## config.mk

```make
export PLATFORM = sky130hd
export DESIGN_NAME = rmi_queue
export DESIGN_NICKNAME = d
export VERILOG_FILES = /design/src/hdl/rotation_matrix_inverse_3x3_core_assert.svh /design/src/hdl/rmi_pkg.sv /design/src/hdl/rmi_queue.sv
export SDC_FILE = /design/constraint.sdc
export NUM_CORES = 2
export LEC_CHECK = 0
export ABC_CLOCK_PERIOD_IN_PS = 24600
export BUFFER_PORTS_ARGS = -buffer_cell sky130_fd_sc_hd__buf_2
export CAP_MARGIN = 20
export CORE_AREA = 3 3 750 752
export CTS_CLUSTER_SIZE = 14
export DETAILED_ROUTE_END_ITERATION = 12
export DIE_AREA = 0 0 753 755
export GPL_ROUTABILITY_DRIVEN = 0
export GPL_TIMING_DRIVEN = 0
export SLEW_MARGIN = 20
export SYNTH_ARGS = -nofsm -noshare
export SYNTH_HDL_FRONTEND = slang
export SYNTH_SLANG_ARGS = --single-unit
export TNS_END_PERCENT = 100
```

## constraint.sdc

```tcl
create_clock -name clock -period 24.6 [get_ports clock]
set_input_delay 1.23 -clock clock [delete_from_list [all_inputs] [get_ports clock]]
set_output_delay 1.23 -clock clock [all_outputs]
set_load 0.005 [all_outputs]
```

## src/hdl/rotation_matrix_inverse_3x3_core_assert.svh

```systemverilog
// Assertion macros for the matrix inverse core.
`ifndef ROTATION_MATRIX_INVERSE_3X3_CORE_ASSERT_SVH
`define ROTATION_MATRIX_INVERSE_3X3_CORE_ASSERT_SVH

// Same-cycle implication, sampled on clock, off during reset.
`define RMI_ASSERT_IMP(lbl, ante, cons, msg) \
   lbl: assert property (@(posedge clock) disable iff (reset) (ante) |-> (cons)) \
      else $error(msg);

// Next-cycle implication, sampled on clock, off during reset.
`define RMI_ASSERT_NXT(lbl, ante, cons, msg) \
   lbl: assert property (@(posedge clock) disable iff (reset) (ante) |=> (cons)) \
      else $error(msg);

`endif

```

## src/hdl/rmi_pkg.sv

```systemverilog
package rmi_pkg;

   localparam int WORD_BITS = 32;
   localparam int FRAC_BITS = 24;
   localparam int NUM_ELEM  = 9;

   localparam int PROD_BITS = 2 * WORD_BITS;
   localparam int COF_BITS  = 2 * WORD_BITS + 1;
   localparam int PART_BITS = 2 * WORD_BITS + 1;
   localparam int DET_BITS  = 3 * WORD_BITS + 1;
   localparam int SUM_BITS  = DET_BITS + 2;
   localparam int MAG_BITS  = 3 * WORD_BITS;
   localparam int DEN_BITS  = 3 * WORD_BITS + 1;
   localparam int NUM_A     = 2 * WORD_BITS + 2 * FRAC_BITS + 2;
   localparam int NUM_B     = 4 * WORD_BITS + 1;
   localparam int REM_BITS  = (NUM_A > NUM_B) ? NUM_A : NUM_B;
   localparam int QUO_BITS  = WORD_BITS + 1;
   localparam int SCL_BITS  = DET_BITS + 11;
   localparam int BND_BITS  = 3 * FRAC_BITS + 11;
   localparam int CMP_BITS  = ((SCL_BITS > BND_BITS) ? SCL_BITS : BND_BITS) + 1;

   // rotation window: 0.999 < det < 1.001, det at scale 2^(3F), compared as 1000*det
   localparam logic signed [CMP_BITS-1:0] ROT_LO = CMP_BITS'(999) <<< (3 * FRAC_BITS);
   localparam logic signed [CMP_BITS-1:0] ROT_HI = CMP_BITS'(1001) <<< (3 * FRAC_BITS);

   localparam logic [WORD_BITS-1:0] SAT_POS = {1'b0, {(WORD_BITS-1){1'b1}}};
   localparam logic [WORD_BITS-1:0] SAT_NEG = {1'b1, {(WORD_BITS-1){1'b0}}};

   // cofactor i = a[p]*a[q] - a[r]*a[s], row-major element index
   localparam int COF_SEL [NUM_ELEM][4] = '{
      '{4, 8, 5, 7}, '{2, 7, 1, 8}, '{1, 5, 2, 4},
      '{5, 6, 3, 8}, '{0, 8, 2, 6}, '{2, 3, 0, 5},
      '{3, 7, 4, 6}, '{1, 6, 0, 7}, '{0, 4, 1, 3}};
   localparam int DET_COF [3] = '{0, 3, 6};
   localparam int TRN_SEL [NUM_ELEM] = '{0, 3, 6, 1, 4, 7, 2, 5, 8};

   typedef struct packed {
      logic signed [WORD_BITS-1:0] in_r0c0;
      logic signed [WORD_BITS-1:0] in_r0c1;
      logic signed [WORD_BITS-1:0] in_r0c2;
      logic signed [WORD_BITS-1:0] in_r1c0;
      logic signed [WORD_BITS-1:0] in_r1c1;
      logic signed [WORD_BITS-1:0] in_r1c2;
      logic signed [WORD_BITS-1:0] in_r2c0;
      logic signed [WORD_BITS-1:0] in_r2c1;
      logic signed [WORD_BITS-1:0] in_r2c2;
   } rmi_req_type;

   typedef struct packed {
      logic signed [WORD_BITS-1:0] out_r0c0;
      logic signed [WORD_BITS-1:0] out_r0c1;
      logic signed [WORD_BITS-1:0] out_r0c2;
      logic signed [WORD_BITS-1:0] out_r1c0;
      logic signed [WORD_BITS-1:0] out_r1c1;
      logic signed [WORD_BITS-1:0] out_r1c2;
      logic signed [WORD_BITS-1:0] out_r2c0;
      logic signed [WORD_BITS-1:0] out_r2c1;
      logic signed [WORD_BITS-1:0] out_r2c2;
      logic                        singular;
      logic                        used_transpose;
   } rmi_rsp_type;

   typedef logic [NUM_ELEM-1:0][WORD_BITS-1:0] rmi_elem_type;
   typedef logic [NUM_ELEM-1:0][COF_BITS-1:0]  rmi_cof_type;
   typedef logic [NUM_ELEM-1:0][REM_BITS-1:0]  rmi_num_type;
   typedef logic [NUM_ELEM-1:0][QUO_BITS-1:0]  rmi_quo_type;

   typedef struct packed {
      rmi_elem_type        elem;
      rmi_cof_type         cof;
      logic [MAG_BITS-1:0] dabs;
      logic                dneg;
      logic                transpose;
      logic                singular;
   } rmi_task_type;

   typedef struct packed {
      rmi_elem_type        elem;
      logic [NUM_ELEM-1:0] neg;
      logic                transpose;
      logic                singular;
   } rmi_side_type;

   typedef struct packed {
      logic full;
      logic empty;
   } rmi_q_status_type;

endpackage

```

## src/hdl/rmi_queue.sv

```systemverilog
module rmi_queue import rmi_pkg::*; #(
   parameter int DEPTH = 4
) (
   input  logic             clock,
   input  logic             reset,
   input  logic             push,
   input  rmi_task_type     push_data,
   output logic             pop_valid,
   output rmi_task_type     pop_data,
   output rmi_q_status_type status
);

   localparam int AW = (DEPTH > 1) ? $clog2(DEPTH) : 1;
   localparam int CW = $clog2(DEPTH + 1);

   rmi_task_type mem [DEPTH];
   logic [AW-1:0] wr_ptr_ff, wr_ptr_in, rd_ptr_ff, rd_ptr_in;
   logic [CW-1:0] count_ff, count_in;
   logic pop_valid_ff;
   rmi_task_type pop_data_ff;
   logic pop;

   // the back end never stalls: drain whenever something is held
   assign pop = (count_ff != '0);

   always_comb begin
      wr_ptr_in = wr_ptr_ff;
      rd_ptr_in = rd_ptr_ff;
      if (push) begin
         wr_ptr_in = (wr_ptr_ff == AW'(DEPTH - 1)) ? '0 : wr_ptr_ff + AW'(1);
      end
      if (pop) begin
         rd_ptr_in = (rd_ptr_ff == AW'(DEPTH - 1)) ? '0 : rd_ptr_ff + AW'(1);
      end
      count_in = count_ff + CW'(push) - CW'(pop);
   end

   always_ff @(posedge clock) begin
      if (reset) begin
         wr_ptr_ff    <= '0;
         rd_ptr_ff    <= '0;
         count_ff     <= '0;
         pop_valid_ff <= 1'b0;
      end else begin
         wr_ptr_ff    <= wr_ptr_in;
         rd_ptr_ff    <= rd_ptr_in;
         count_ff     <= count_in;
         pop_valid_ff <= pop;
      end
   end

   always_ff @(posedge clock) begin
      if (push) begin
         mem[wr_ptr_ff] <= push_data;
      end
      if (pop) begin
         pop_data_ff <= mem[rd_ptr_ff];
      end
   end

   assign pop_valid    = pop_valid_ff;
   assign pop_data     = pop_data_ff;
   assign status.full  = (count_ff == CW'(DEPTH));
   assign status.empty = (count_ff == '0);

endmodule

```

After elaboration in Yosys (flattened, before gate mapping). Memories as Yosys holds them, arrays and structs flattened. A register that Yosys moved wholly into a read port is not among the register bits. Cells that the tools add are included.

Bits in registers: 8. RAM bits: 3888. Input port bits: 975. Output and inout port bits: 975. Word-level logic and storage cells: 18. Memories: 1.

Memories: mem (words 4, width 972, rd ports 1, clocked after Yosys merged registers in 1, write ports 1, RTL line rmi_queue.sv:16) `rmi_task_type mem [DEPTH];`.

Add/subtract/negate cells: 4. Eq/ne operators: 3. Multiplexer cells: 4. Reductions and logical operators: 2.

Operators by type and width (count): $add 2x1->2 const B (2); $eq 2x2->1 const B (2); $mux 2 (2); $add 3x1->3 (1); $eq 3x3->1 const B (1); $logic_not 3->1 (1); $reduce_bool 3->1 (1); $sub 3x1->3 (1); $mux 1 (2).

Logic depth before layout (Yosys ltp).
Depth in word-level cells: 2. Gate-level depth with buffers: 9. Mapped depth without buffers: 9.

Worst setup path after synthesis. OpenSTA, ideal clock, no wires.

Kind: input to register. Start: input push. End: memory mem[0][0] in the netlist's numbering, enable pin. Library setup time: 1467 ps. Data arrival time: 22974 ps. Required time: 23133 ps. Slack: 159 ps. Stages on the path: 1. Path buffers: 0. Path through: and2_1.

Longest elaborated chain between the ends: 2.

Ends and longest elaborated chain: start: declaration (RTL line rmi_queue.sv:6) `input logic push,`; $mux 1 (RTL line rmi_queue.sv:53) `if (push) begin`; $mux 1 (not written as such) (RTL line rmi_queue.sv:54) `mem[wr_ptr_ff] <= push_data;`; end: declaration (RTL line rmi_queue.sv:16).

Every way passes these cells.

Final worst setup path.
Start: register wr_ptr_ff[0]. End: memory mem[3][585] in the netlist's numbering, enable pin.

RTL lines: start: declaration (RTL line rmi_queue.sv:17) `logic [AW-1:0] wr_ptr_ff, wr_ptr_in, rd_ptr_ff, rd_ptr_in;`; start signal: assignment (RTL line rmi_queue.sv:45) `wr_ptr_ff <= wr_ptr_in;`.

No word-level cell before the write port.

==> parameters.txt <==
Parameter                              Value

Cells and area
  Final layout net count ... 9670
  Final non-filler cell total ... 16800
  FILL cells ... 49710
  Layout cell share with drive strength beyond 1 ... 43.72%
  Layout area overhead ... 23.13%
  Final instance area ... 209300 um2

Timing
  RSZ-0062 raised after global routing ... false
  Slew at the pin with the worst max-slew slack ... 1135 ps
  Minimum period implied by the final worst setup slack ... 4312 ps
  Highest attainable clock frequency ... 231.9 MHz
  Worst slew margin relative to its limit ... 24.36%
  Setup TNS ... 0 ps
  Worst clock skew on the final layout ... 49.93 ps
  Final count of pins violating max slew ... 0
  Final hold violations ... 0
  Fin crit share ... 17.53%
  Final setup viols ... 0

Global routing
  Antenna violations before repair ... 497
  Global-route wire length before repair ... 719700 um
  GR Util All Layers ... 18.47%
  Residual overflow from global routing ... 0
  Vias in the first global route ... 81260
  Pin count of the biggest net entering global routing ... 88

Yosys
  Unique cell type count in the Yosys netlist ... 23
  Avg Inst Size Synth ... 27.90 um2
  Most area-consuming cells after synthesis ... sky130_fd_sc_hd__edfxtp_1 86%, sky130_fd_sc_hd__mux4_2 13%, sky130_fd_sc_hd__buf_6 0.63%
  Primary flip-flop cell chosen by synthesis mapping ... sky130_fd_sc_hd__edfxtp_1
  Area leader, netlist ... sky130_fd_sc_hd__edfxtp_1
  Synthesized flop and latch total ... 4868
  Fraction of synthesis flops using an asynchronous set or reset pin ... 0%
  Portion of synthesized cell area occupied by the leading cell type ... 85.86%
  Nets in the synthesized netlist ... 7076
  Synthesized cell area ... 170000 um2
  Most repeated cell in the gate-level netlist after synthesis ... sky130_fd_sc_hd__edfxtp_1
  Cells after Synth ... 6093
  Number of warning messages in the yosys log ... 0
  EDFF count, synth ... 4860
  Seq/Total Area, Yosys ... 85.96%
  Commonest cells post-synth ... 4860 x sky130_fd_sc_hd__edfxtp_1, 972 x sky130_fd_sc_hd__mux4_2, 102 x sky130_fd_sc_hd__buf_2

Critical path
  Crit-path slowest cell ... sky130_fd_sc_hd__and2_4
  WP data arrival ... 4960 ps
  Critical Path End Type ... flip-flop
  CP Launch Type ... flip-flop
  Crit path max-delay family ... buffers and inverters
  Series of cell instances along the critical path ... ha_1, and2_4, buf_12, buf_16, buf_16, buf_12, buf_16, buf_16, buf_16, buf_12, buf_16
  Critical path class ... reg -> reg
  Critical Path Most Common Cell ... sky130_fd_sc_hd__buf_16
  Delay of the slowest critical-path stage ... 480 ps
  Worst path bufs/invs ... 9
  Reg2Reg Setup Slack ... 20290 ps
  Critical-path maximum fanout ... 43
  Required time of the critical path ... 25250 ps

Detailed routing
  Antenna Nets Post-Route ... 0
  DRC viols ... 0
  Routed wire length per instance ... 32.10 um
  Initial DRT Pass Iterations ... 5
  Post-detailed-routing wire length ... 539400 um
  Vias post-DR ... 79870
  Iteration-0 DRC count of the detailed router ... 8992
  Via density per instance ... 4.753

Floorplanning
  Die Width ... 753 um
  Initial Util ... 30.55%
  Num ports ... 1950
  Die Height ... 755 um
  Site row count ... 274
  Total core area ... 556400 um2
  Full die area ... 568500 um2

Clock network
  Root buffer cell ... sky130_fd_sc_hd__clkbuf_16
  Number of levels in the clock H-tree ... 6
  Clock tree from TritonCTS ... done
  Buffer levels on the longest clock path ... 4
  Clock transition at path regs ... 60 ps
  Count of cells resized by post-cts repair ... 0
  Clock sink count ... 4868
  Num CTS Buffers ... 522
  Clk Latency, worst-skew pair ... 1040 ps
  Hold buffers post-CTS ... 0
  # Post-CTS Setup Buffers ... 0

Outcome
  Run status ... finished, final reports clean

Placed design
  DP HPWL ... 407400 um
  Area of placed instances ... 192100 um2
  Input/output buffers ... 1948
  Cells after DPL ... 15620

Power
  Power density over the cells ... 115.3 nW/um2
  Final Total Pwr ... 24120 uW
  Static power due to leakage ... 0.06909 uW
  Max rail drop VDD ... 0.08507 mV

Worst hold path
  Hold/Removal Path Class ... in -> reg

Flow run
  Max Cap Viol ... 0
[final timing paths]
check	start	endpoint	depth (start not counted)
setup reg to reg	wr_ptr_ff[0]	mem[3][585]	11
setup / recovery	wr_ptr_ff[0]	mem[3][585]	11
hold reg to reg	wr_ptr_ff[0]	wr_ptr_ff[0]	2
hold / removal	push_data[797]	mem[2][797]	1
[registers in the layout, summed over array words and instances, names as in the netlist]
signal and count:
count_ff 3, mem 3888, pop_data 972, pop_valid 1
rd_ptr_ff 2, wr_ptr_ff 2
[area by class of cell]
type,count,area (um2),area share (%)
flip-flops and latches,4868,146100,69.81
multi-input cells,1002,22170,10.59
clock buffers,627,13690,6.542
repair buffers,2070,12770,6.102
well taps,7452,9324,4.455
clock inverters,307,2870,1.371
plain buffers,217,1698,0.8113
diodes,254,635.6,0.3037
inverters,6,30.03,0.01435
[through the flow]
step,util (%),worst slack (ps),hold slack [ps]
2_1_floorplan,-,158.8,491.2
3_5_place_dp,34.52,19440,533.2
5_1_grt,37.55,20140,304.3
6_report,37.61,20290,401.0
4_1_cts,37.50,20290,244.6
3_3_place_gp,33.98,-20170,547.1
[where the power goes]
part	switching [uW]	internal, uW	total, uW	leakage (uW)
sequential	461	10800	11200	0.0454
combinational	3230	2080	5310	0.0156
clock	3290	4290	7590	0.00805
[layout by cell type, fill, tap and decap left out, drive strengths merged]
cell type     n
nor3b         1
diode       254
inv          42
nor2b         2
buf        2277
o31ai         1
nor3          2
or4b          1
or3b          1
mux2i         1
mux2          1
fa            1
clkinv      231
edfxtp     4860
mux4        972
clkinvlp     14
and2          4
nand2b        1
bufinv       26
dfxtp         8
a21oi         2
ha            7
clkbuf      637
nor2          4
xnor3         1
[metal layers]
layer	track usage, %	routed length [um]
met3	9.763	73700
met1	20.13	179600
met5	0	1863
met2	29.70	256200
met4	8.592	28110
[cells by family after synthesis]
logic type	after synthesis	share of synthesized area, %
mux	974	12.89
fa+ha+maj	8	0.06331
flops	4868	85.96
simple gates	16	0.05594
buf+inv	223	1.009
xor+xnor	1	0.01325
compound gates	3	0.01031
Note: power is estimated with default switching activity, not from simulation.
